--- src/rtl/ofbp_pkg.sv ---
// Shared types and constants for the fisheye back-projection unit.
`default_nettype none
package ofbp_pkg;

  // Number of polynomial coefficients.
  localparam int unsigned NumCoeff = 5;

  // Register indexes of the configuration port.
  localparam logic [2:0] RegAffine = 3'd0;
  localparam logic [2:0] RegCenter = 3'd1;
  localparam logic [2:0] RegCoeff0 = 3'd2;
  localparam logic [2:0] RegCoeff4 = 3'd6;

  // Reset value of the affine matrix: identity in Q2.14.
  localparam logic [63:0] AffineReset = 64'h4000_0000_0000_4000;

  // Pipeline depths.
  localparam int unsigned SqrtSteps = 32;
  localparam int unsigned DivSteps  = 33;
  localparam int unsigned HornerSt  = 9;

  typedef struct packed {
    logic [15:0] pixel_x;
    logic [15:0] pixel_y;
    logic [23:0] depth;
  } in_t;

  typedef struct packed {
    logic signed [31:0] point_x;
    logic signed [31:0] point_y;
    logic [23:0]        point_z;
    logic               divide_by_zero;
    logic               saturated;
  } res_t;

  // Item handed from the front part to the back part.
  typedef struct packed {
    logic signed [33:0] u;
    logic signed [33:0] v;
    logic [31:0]        rho;
    logic [23:0]        depth;
  } mid_t;

  // Configuration used by the front part.
  typedef struct packed {
    logic [63:0] affine;
    logic [31:0] center;
  } front_cfg_t;

endpackage
`default_nettype wire

--- src/rtl/ofbp_queue.sv ---
// Two-entry queue between the front and back parts.
`default_nettype none
module ofbp_queue (
  input  wire logic           clk_i,
  input  wire logic           rst_ni,
  input  wire logic           in_valid_i,
  output logic                in_ready_o,
  input  wire ofbp_pkg::mid_t in_item_i,
  output logic                out_valid_o,
  input  wire logic           out_ready_i,
  output ofbp_pkg::mid_t      out_item_o
);
  import ofbp_pkg::*;

  mid_t       mem_q [2];
  logic [1:0] cnt_q, cnt_d;
  logic       wp_q, rp_q;
  logic       wr, rd;

  assign in_ready_o  = (cnt_q != 2'd2);
  assign out_valid_o = (cnt_q != 2'd0);
  assign out_item_o  = mem_q[rp_q];
  assign wr = in_valid_i & in_ready_o;
  assign rd = out_valid_o & out_ready_i;

  always_comb begin
    cnt_d = cnt_q;
    if (wr && !rd) cnt_d = cnt_q + 2'd1;
    else if (rd && !wr) cnt_d = cnt_q - 2'd1;
  end

  // Pointers and fill count.
  always_ff @(posedge clk_i or negedge rst_ni) begin
    if (!rst_ni) begin
      cnt_q <= 2'd0;
      wp_q  <= 1'b0;
      rp_q  <= 1'b0;
    end else begin
      cnt_q <= cnt_d;
      if (wr) wp_q <= ~wp_q;
      if (rd) rp_q <= ~rp_q;
    end
  end

  // Storage.
  always_ff @(posedge clk_i) begin
    if (wr) mem_q[wp_q] <= in_item_i;
  end

endmodule
`default_nettype wire

--- config.mk ---
export PLATFORM = sky130hd
export DESIGN_NAME = ofbp_queue
export DESIGN_NICKNAME = d
export VERILOG_FILES = /design/src/rtl/ofbp_pkg.sv /design/src/rtl/ofbp_queue.sv
export SDC_FILE = /design/constraint.sdc
export NUM_CORES = 1
export LEC_CHECK = 0
export CELL_PAD_IN_SITES_DETAIL_PLACEMENT = 2
export CELL_PAD_IN_SITES_GLOBAL_PLACEMENT = 2
export CORE_MARGIN = 5
export CORE_UTILIZATION = 42
export CTS_CLUSTER_SIZE = 40
export DETAILED_ROUTE_END_ITERATION = 8
export DONT_BUFFER_PORTS = 1
export GPL_TIMING_DRIVEN = 0
export PLACE_DENSITY = 0.75
export REMOVE_ABC_BUFFERS = 1
export SYNTH_ARGS = -nofsm -noshare
export SYNTH_HDL_FRONTEND = slang
export SYNTH_SLANG_ARGS = --single-unit
export TNS_END_PERCENT = 100
--- constraint.sdc ---
create_clock -name clk_i -period 6.02 [get_ports clk_i]
set_input_delay 0.903 -clock clk_i [delete_from_list [all_inputs] [get_ports clk_i]]
set_output_delay 0.903 -clock clk_i [all_outputs]
set_load 0.05 [all_outputs]
; Yosys cells after proc, flatten, opt, wreduce, memory -nomap -nowiden
; Memory sizes are Yosys's and may differ from the RTL's.
; Index checks and enable logic that the tools add are counted.
[classes]
n_addsub = 2
n_eq_ne = 1
muxes = 4
n_bitwise = 4
n_reduce_logical = 6
[ops]
columns = operator, count
row1 = two-way mux 2 bit, 2
row2 = nonzero test 2 bit, 2
row3 = "adder 2 x 1 -> 2 bit, second input constant", 1
row4 = bitwise AND 1 bit, 2
row5 = logical AND 1 bit, 2
row6 = logical NOT 1 bit, 2
row7 = two-way mux 1 bit, 2
row8 = "inequality test 2 bit, second input constant", 1
row9 = inverter 1 bit, 2
row10 = "subtractor 2 x 1 -> 2 bit, second input constant", 1
[word_totals]
regBits = 4
ram_bits = 248
in_bits = 128
word_cells = 21
mem_count = 1
[memory_table]
columns = name, words, word_bits, read_ports, rd_ports_with_merged_regs, write_ports, line
row1 = mem_q, 2, 124, 1, 0, 1, ofbp_queue.sv:15  ; mid_t mem_q [2];

; Longest topological paths before layout
; Gate-level depths: netlist of run 1.
[depth]
word_depth = 6
mapped_depth = 7

; Worst setup path after synthesis of run 1
; Ideal clock, no wire load.
[synth_timing]
path_type = register -> register
from = register cnt_q[0]
to = memory mem_q[0][0] in the netlist's numbering (enable)
arrival_ns = 6.224
t_required_ns = 5.411
setup_slack_ns = -0.813
stages_incl_launch_ff = 4
n_path_buf = 0
synth_period_minus_slack_ns = 6.833
cell_sequence = dfrtp_1 nand2b_1 nand2_1 nor2_1
[synth_via]
elab_chain_cells = 4
[synth_lines]
columns = item, line
row1 = from (decl), ofbp_queue.sv:16  ; logic [1:0] cnt_q, cnt_d;
row2 = from (signal assigned), ofbp_queue.sv:39  ; cnt_q <= cnt_d;
row3 = inequality test 2 bit, ofbp_queue.sv:20  ; assign in_ready_o = (cnt_q != 2'd2);
row4 = named net in_ready_o, ofbp_queue.sv:7  ; output logic in_ready_o,
row5 = bitwise AND 1 bit, ofbp_queue.sv:23  ; assign wr = in_valid_i & in_ready_o;
row6 = two-way mux 1 bit, ofbp_queue.sv:47  ; if (wr) mem_q[wp_q] <= in_item_i;
row7 = two-way mux 1 bit (not written as such), ofbp_queue.sv:47
row8 = to (decl), ofbp_queue.sv:15
; The timed path passes the listed nets, and every way through them passes these cells.

==> results of run 1 <==
-- power breakdown --
| group | leakage (µW) | internal (µW) | switching (µW) |
|---|---|---|---|
| Sequential | 0.00235 | 2400 | 118 |
| Clock | 0.000381 | 894 | 613 |
| Combinational | 0.000822 | 643 | 2010 |
| Total | 0.00355 | 3940 | 2740 |
-- state kept, by name (all words and copies together), names as in the netlist --
register,cells
rp_q,1
mem_q,248
cnt_q,2
wp_q,1
-- layout by cell type, fill, tap and decap left out, drive strengths merged --
master      n
mux2      124
edfxtp    248
buf         7
clkinv      7
nand2b      1
dfrtp       4
inv         1
nor2        2
bufinv      2
clkinvlp    1
clkbuf     32
ha          1
xnor2       3
and3        1
or2         1
xor2        2
nand2       2
-- worst reg2reg max path, cell delays in order, from the launching register on --
cell and delay, ns:
dfrtp_1 0.42, nand2b_1 0.56, and3_4 0.86, buf_16 0.39
-- logic make-up (layout without fill, tap and decap cells) --
| kind of cell | after synthesis | after routing | share of synthesized area [%] |
|---|---|---|---|
| buffers and inverters | 15 | 50 | 1.26 |
| and+or+nand+nor | 7 | 7 | 0.362 |
| DFF | 252 | 252 | 80.8 |
| xor gates and xnor gates | 5 | 5 | 0.469 |
| muxes | 124 | 124 | 17.0 |
| adders and majority gates | 1 | 1 | 0.134 |
-- stage by stage --
stage	total power, µW	cells	hold WS, ns	setup TNS [ns]	setup WS [ns]
after detailed placement	5260	677	0.496	0	3.35
after global routing	6960	719	0.0548	0	3.15
final	6680	719	0.0912	0	3.21
after CTS	6790	719	0.0581	0	3.19
after global placement	5310	670	0.474	-481.02	-3.49
after floorplan	4960	390	0.456	-100.84	-0.813
-- synth_stat cells (all sizes together) --
| master | instances |
|---|---|
| edfxtp | 248 |
| mux2 | 124 |
| buf | 14 |
| dfrtp | 4 |
| xnor2 | 3 |
| nand2 | 2 |
| nor2 | 2 |
| xor2 | 2 |
| and3 | 1 |
| ha | 1 |
| inv | 1 |
| nand2b | 1 |
| or2 | 1 |
-- layout make-up --
cell class              instances  share of cell area (%)
flip-flops and latches        252                    71.6
repair buffers                  7                    1.54
clock inverters                10                   0.937
well taps                     280                    3.32
multi-input cells             137                    16.0
inverters                       1                  0.0356
clock buffers                  32                    6.58
-- final timing paths --
kind | cells past startpoint | slack [ns] | to
worst max register to register | 3 | 3.38 | mem_q[1][115]$_DFFE_PP_
worst min-delay path | 0 | 0.09 | cnt_q[0]$_DFFE_PN0P_
min in group clk_i | 0 | 0.48 | mem_q[1][65]$_DFFE_PP_
worst min register to register | 1 | 0.51 | cnt_q[1]$_DFFE_PN0P_
worst max-delay path | 2 | 3.21 | out_item_o[123]
max in group asynchronous | 0 | 5.85 | rp_q$_DFFE_PN0P_
-- per-layer routing --
metal  wire length, µm  part of all wire, %  global-route usage (%)
met1              6940                   35                    16.7
met2             10100                   51                    26.3
met3              2330                   12                    8.08
met4               409                  2.1                    3.41
met5                 0                    0                       0
==> run metrics, run 1 <==
number of fill cells=1906; critical path's slowest cell=mux2_2; CP Data Required Time=5.12 ns; CTS tree=done; CTS Hold Buffers Added=0; All-Layer GR Usage=roughly 15%; # rows=54; Final Max Slew Viols=0; first-pass GRT wire length=29700 µm; gpl congestion=0.697; Distinct cells, synth=15; sequential area share after synthesis=approximately four fifths; DP Area=0.00975 mm²; top cell type's share of synthesized area=79.7%; FF+latch area=between 0.007 and 0.008 mm²; Crit Path Category=flop to output pin; Fin. Hold Viols=0; drt first pass iters=4; # setup viols final=0; Final nets=between 500 and 600; Final Cell Area=approximately 0.011 mm²; status=completed; total wire length=19800 µm; HPWL after DPL=roughly 14000 µm; Clock Sinks=252; DR vias/cell=5.23; DRC errors left=0; number of I/O port buffers=0; initial core utilization=42.7%; number of global-route vias before repair=about 4400; Max clock buf depth=3; Post-Syn Area=0.00934 mm²; Ports=254; multi-input logic area=0.00169 mm²; grt ovf=0; Synth area leaders=edfxtp_1 80%, mux2_2 8.9%, mux2_4 8.0%; CP Max Fanout=between 60 and 70; Tightest Pin Transition=0.838 ns; clock-pin slew on the worst setup and hold paths=0.06 ns; Crit path buffers/inverters=1; WL/cell=27.5 µm; number of routed nets with antenna violations=0; height of the die=159 µm; worst min path class=input port to asynchronous set/reset pin; Num CTS Buffers=27; Pwr per Cell Area=634 mW/mm²; crit path launch=rp_q$_DFFE_PN0P_; Area Growth Syn to Fin=12.9%; Max Freq=0.356 GHz; Leakage Power=0.00355 µW; Yosys Warn Count=0; Period minus WS final=2.81 ns; htree depth=1; n_diodes=0; crit-path cells=buf_16 -> mux2_2; Crit path max-delay family=multiplexers; CP max stage delay=0.52 ns; critical path arrival=1.90 ns; r2r startpoint=cnt_q[0]$_DFFE_PN0P_; share of cells above drive strength 1=between 30% and 40%; post-CTS setup buffers=0; normalized max-slew margin=44.2%; routed vias=3763; post-synth top area cell=edfxtp_1; #FFs+latches synth=252; DRT iter0 DRCs=168; largest net degree at the start of global routing=roughly 70; root buffer cell=clkbuf_16; Mapped Cells=404; Die W=159 µm; Syn Area/Cell=23.1 µm²; Die ar.=0.0253 mm²; RSZ-0062 raised after global routing=false; worst clock skew=0.0114 ns; CP endpoint kind=output pin; startpoint class of the critical path=flop; Post-Route Utilization=48.2%; Max-Cap Viols=0; Skew-Pair Late Insertion Delay=0.51 ns; CORE AREA=0.0219 mm²; Post-CTS Resized=0; final worst path period share=about 47%; initial antenna violation count=0; VDD IR max=0.309 mV
(Power assumes the default switching activity.)
==> run 2: changes to the inputs <==
==> constraint.sdc (replaced) <==
create_clock -name clk_i -period 2.55 [get_ports clk_i]
set_input_delay 0.3825 -clock clk_i [delete_from_list [all_inputs] [get_ports clk_i]]
set_output_delay 0.3825 -clock clk_i [all_outputs]
set_load 0.05 [all_outputs]
==> run 2 against run 1 <==
First-iteration DRC count is 33% higher. Clock skew decreased by 0.0048 ns. Utilization is 5.8 points higher. Via count is 14% higher. Die area is the same. Final cell count is 18% higher. Critical path type unchanged. Largest power group unchanged.
==> run metrics, run 2 (same netlist as run 1, synthesis figures left out) <==
status=completed; Num CTS Buffers=27; Max Freq=between 0.4 and 0.5 GHz; Critical R2R Capture=mem_q[0][71]$_DFFE_PP_; register-to-register setup slack=0.28 ns; WL/cell=roughly 27 µm; share of cells above drive strength 1=29.7%; gpl congestion=0.697; Hold Startpoint=out_ready_i; Non-Filler Instances=approximately 850; Skew-Pair Late Insertion Delay=0.50 ns; post-CTS setup buffers=0; Period minus WS final=approximately 2.3 ns; Leakage Power=0.00408 µW; normalized max-slew margin=46.2%; final worst path period share=89.7%; Ports=254; DRT iter0 DRCs=224; r2r startpoint=cnt_q[0]$_DFFE_PN0P_; Pwr per Cell Area=1370 mW/mm²; multi-input logic area=0.00170 mm²; first-pass GRT wire length=34900 µm; DP Area=~0.0098 mm²; Crit Path Category=flop to output pin; # rows=54; drt first pass iters=4; max FFs per register=248; Fin. Hold Viols=0; DRC errors left=0; total wire length=about 23000 µm; commonest non-fill, non-tap cell in the layout=edfxtp_1; number of global-route vias before repair=5037; CP endpoint kind=output pin; Tightest Pin Transition=0.807 ns; number of routed nets with antenna violations=0; worst min path class=input port to flop; final setup TNS=0 ns; Overall Power=16100 µW; Reg2Reg Depth=5; routed vias=approximately 4300; initial antenna violation count=1; CTS tree=done; VDD IR max=0.766 mV; hold endpoint=rp_q$_DFFE_PN0P_; DR vias/cell=5.07; worst clock skew=0.00655 ns; Final Cell Area=roughly 0.012 mm²; most frequent cells in the layout=248 x edfxtp_1, 125 x dlygate4sd3_1, 74 x mux2_2; critical path arrival=1.91 ns; WHS=0.116 ns; Largest regs=mem_q x248, cnt_q x2; All-Layer GR Usage=17.9%; Die W=around 160 µm; placed cell count=about 680; Clock Sinks=approximately 250; number of I/O port buffers=0; initial core utilization=42.7%; CORE AREA=0.0219 mm²; RSZ-0062 raised after global routing=false; htree depth=1; CP Max Fanout=between 60 and 70; Die ar.=0.0253 mm²; Final Max Slew Viols=0; height of the die=159 µm; Max clock buf depth=3; root buffer cell=clkbuf_16; HPWL after DPL=roughly 14000 µm; WHS Path Cells=2; FF+latch area=approximately 0.0076 mm²; most flop-heavy register=mem_q; Area Growth Syn to Fin=26.5%; number of fill cells=1839; Final nets=681; Max-Cap Viols=0; CP Data Required Time=2.17 ns; clock-pin slew on the worst setup and hold paths=0.06 ns; largest net degree at the start of global routing=a little under 70; grt ovf=0; startpoint class of the critical path=flop; # setup viols final=0
run 2: final cells by class:
type	instances	share of cell area [%]
sequential	252	63.9
multi-input combinational	138	14.4
timing repair buffer	132	12.0
clock buffer	32	5.88
tap	280	2.97
clock inverter	10	0.837
inverter	1	0.0318
antenna	1	0.0212
run 2: report_power, final:
group / switching [µW] / internal (µW)
sequential: 314 / 5670
clock: 1500 / 2110
combinational: 4890 / 1650
run 2: timing repair:
action                                 in CTS  in global routing
setup endpoints to repair                  68                  0
resized for setup                           1                  0
hold buffers                              125                  0
endpoints found under the hold margin     252                  0
run 2: stage by stage:
stage | util [%] | worst slack [ns]
floorplan | - | -4.28
global route | 53.9 | 0.180
detailed placement | 44.6 | -0.120
CTS | 53.9 | 0.242
global placement | 43.7 | -6.96
finish | 54.0 | 0.262
run 2: metal layers:
layer,up-vias,share of wire [%],wire [µm],global-route usage (%)
met5,-,0.056,13,0
met4,2,1.5,352,2.95
met3,32,7.7,1780,5.64
met2,193,54,12500,33.2
met1,2159,37,8540,20.6
li1,1899,-,-,-
run 2: critical path, stage by stage, from the launching register on:
cell     delay (ns)
dfrtp_4        0.47
buf_16         0.32
mux2_2         0.53
run 2: worst max path at each step:
stage | startpoint | endpoint | cells past startpoint
after floorplan | cnt_q[0]$_DFFE_PN0P_ | mem_q[0][0]$_DFFE_PP_ | 3
after global placement | cnt_q[0]$_DFFE_PN0P_ | mem_q[0][123]$_DFFE_PP_ | 3
after detailed placement | cnt_q[0]$_DFFE_PN0P_ | mem_q[1][123]$_DFFE_PP_ | 3
after CTS | rp_q$_DFFE_PN0P_ | out_item_o[123] | 2
after global routing | cnt_q[0]$_DFFE_PN0P_ | mem_q[0][83]$_DFFE_PP_ | 5
final | rp_q$_DFFE_PN0P_ | out_item_o[123] | 2
==> run 3: changes to the inputs <==
--- a/config.mk
+++ b/config.mk
@@ -13,7 +13,7 @@
 export DETAILED_ROUTE_END_ITERATION = 8
 export DONT_BUFFER_PORTS = 1
 export GPL_TIMING_DRIVEN = 0
-export PLACE_DENSITY = 0.75
+export PLACE_DENSITY = 0.71
 export REMOVE_ABC_BUFFERS = 1
 export SYNTH_ARGS = -nofsm -noshare
 export SYNTH_HDL_FRONTEND = slang
==> run 3 against run 2 <==
Hold slack worse by 0.037 ns. Via count is 2.8% higher. Utilization is 0.89 points higher. Sequential power hardly changed. Flip-flop and latch count stayed put. Sequential share of layout area is 1.0 points lower. Global-route usage is 0.88 points higher. Die area stayed put. Critical endpoint unchanged.
==> run metrics, run 3 (same netlist as run 1, synthesis figures left out) <==
Post-Route Utilization=54.8%; VDD IR max=0.749 mV; clock-pin slew on the worst setup and hold paths=0.06 ns; grt ovf=0; Tightest Pin Transition=0.826 ns; Ports=about 250; CP Max Fanout=just over 40; number of routed nets with antenna violations=0; CORE AREA=0.0219 mm²; drt first pass iters=6; Die ar.=0.0253 mm²; share of cells above drive strength 1=a little under a third; gpl congestion=0.678; Final nets=684; Final Max Slew Viols=0; number of I/O port buffers=0; height of the die=159 µm; Period minus WS final=2.36 ns; CP Data Required Time=between 2 and 2.5 ns; WHS Path Cells=2; final worst path period share=~90%; Largest regs=mem_q x248, cnt_q x2; DR vias/cell=5.16; sequential power share=35.4%; RSZ-0062 raised after global routing=false; CP endpoint kind=output pin; Crit Path Category=flop to output pin; All-Layer GR Usage=18.8%; Max-Cap Viols=0; htree depth=1; max FFs per register=roughly 250; WHS=0.0786 ns; Overall Power=16900 µW; number of fill cells=1836; worst min path class=input port to flop; root buffer cell=clkbuf_16; Fin. Hold Viols=0; initial core utilization=42.7%; Clock Sinks=~250; initial antenna violation count=0; CTS tree=done; routed vias=about 4400; startpoint class of the critical path=flop; Critical R2R Capture=mem_q[0][77]$_DFFE_PP_; DRT iter0 DRCs=between 300 and 400; Max Freq=0.423 GHz; Hold Startpoint=out_ready_i; switching power=6870 µW; normalized max-slew margin=44.9%; Leakage Power=0.00418 µW; Skew-Pair Late Insertion Delay=about 0.53 ns; Int Pwr=10000 µW; Die W=159 µm; # rows=54; critical path arrival=1.98 ns; combinational group share of total power=between 30% and 40%; Num CTS Buffers=27; HPWL after DPL=14100 µm; status=completed; first-pass GRT wire length=36200 µm; Area Growth Syn to Fin=28.6%; Switching Fraction=between 40% and 50%; Max clock buf depth=3; commonest non-fill, non-tap cell in the layout=edfxtp_1; register-to-register setup slack=0.22 ns; r2r startpoint=cnt_q[0]$_DFFE_PN0P_; largest net degree at the start of global routing=65; number of global-route vias before repair=~5000; most frequent cells in the layout=248 x edfxtp_1, 125 x dlygate4sd3_1, 74 x mux2_2; Clk network pwr share=25.0%; WL/cell=28.8 µm; Reg2Reg Depth=5; total wire length=approximately 25000 µm; DRC errors left=0; n_diodes=0; # setup viols final=0; worst clock skew=between 0.015 and 0.02 ns; Pwr per Cell Area=1410 mW/mm²; most flop-heavy register=mem_q; hold endpoint=rp_q$_DFFE_PN0P_
run 3: through the flow:
step | TNS (ns) | cells | cell area, µm² | worst slack, ns
2_1_floorplan | -1006.54 | 390 | 9230 | -4.28
3_3_place_gp | -1712.17 | 670 | 9580 | -7.04
3_5_place_dp | -6.46 | 677 | 9750 | -0.110
4_1_cts | 0 | 853 | 12000 | 0.0411
5_1_grt | 0 | 854 | 12000 | 0.106
6_report | 0 | 854 | 12000 | 0.189
run 3: how the worst max path moves through the flow:
| stage | endpoint | cells past startpoint | slack [ns] | startpoint |
|---|---|---|---|---|
| after floorplan | mem_q[0][0]$_DFFE_PP_ | 3 | -4.28 | cnt_q[0]$_DFFE_PN0P_ |
| after global placement | mem_q[0][93]$_DFFE_PP_ | 3 | -7.04 | cnt_q[0]$_DFFE_PN0P_ |
| after detailed placement | mem_q[1][19]$_DFFE_PP_ | 3 | -0.11 | cnt_q[0]$_DFFE_PN0P_ |
| after CTS | out_item_o[121] | 3 | 0.04 | rp_q$_DFFE_PN0P_ |
| after global routing | mem_q[0][121]$_DFFE_PP_ | 5 | 0.11 | cnt_q[0]$_DFFE_PN0P_ |
| final | out_item_o[123] | 3 | 0.19 | rp_q$_DFFE_PN0P_ |
run 3: layer usage:
layer	track usage, %	part of all wire (%)
met4	3.92	2.1
met1	22.0	38
met2	34.4	53
met5	0	0
met3	5.46	6.7
run 3: layout make-up:
cell class | count | area [µm²] | area share (%)
clock buffers | 34 | 702 | 5.85
clock inverters | 14 | 244 | 2.03
inverters | 1 | 3.75 | 0.0313
multi-input cells | 138 | 1700 | 14.1
flip-flops and latches | 252 | 7550 | 62.9
well taps | 280 | 350 | 2.92
repair buffers | 135 | 1460 | 12.2
run 3: repair_timing:
action / CTS / global route
setup buffers: 2 / 0
resized for setup: 1 / 0
setup endpoints to repair: 151 / 7
endpoints found under the hold margin: 252 / 0
hold buffers: 125 / 0
pin swaps: 1 / 0
gates cloned: 1 / 1
run 3: power by group through the flow:
stage	clock, µW	combinational, µW	sequential (µW)
4_1_cts	4270	6690	5980
3_5_place_dp	0	6250	6160
5_1_grt	4530	6920	6060
6_report	4220	6690	5990
3_3_place_gp	0	3820	6030
2_1_floorplan	0	4530	6220
run 3: critical path: stages, from the launching register on:
cell	delay, ns
dfrtp_4	0.43
buf_12	0.26
buf_16	0.22
mux2_2	0.49
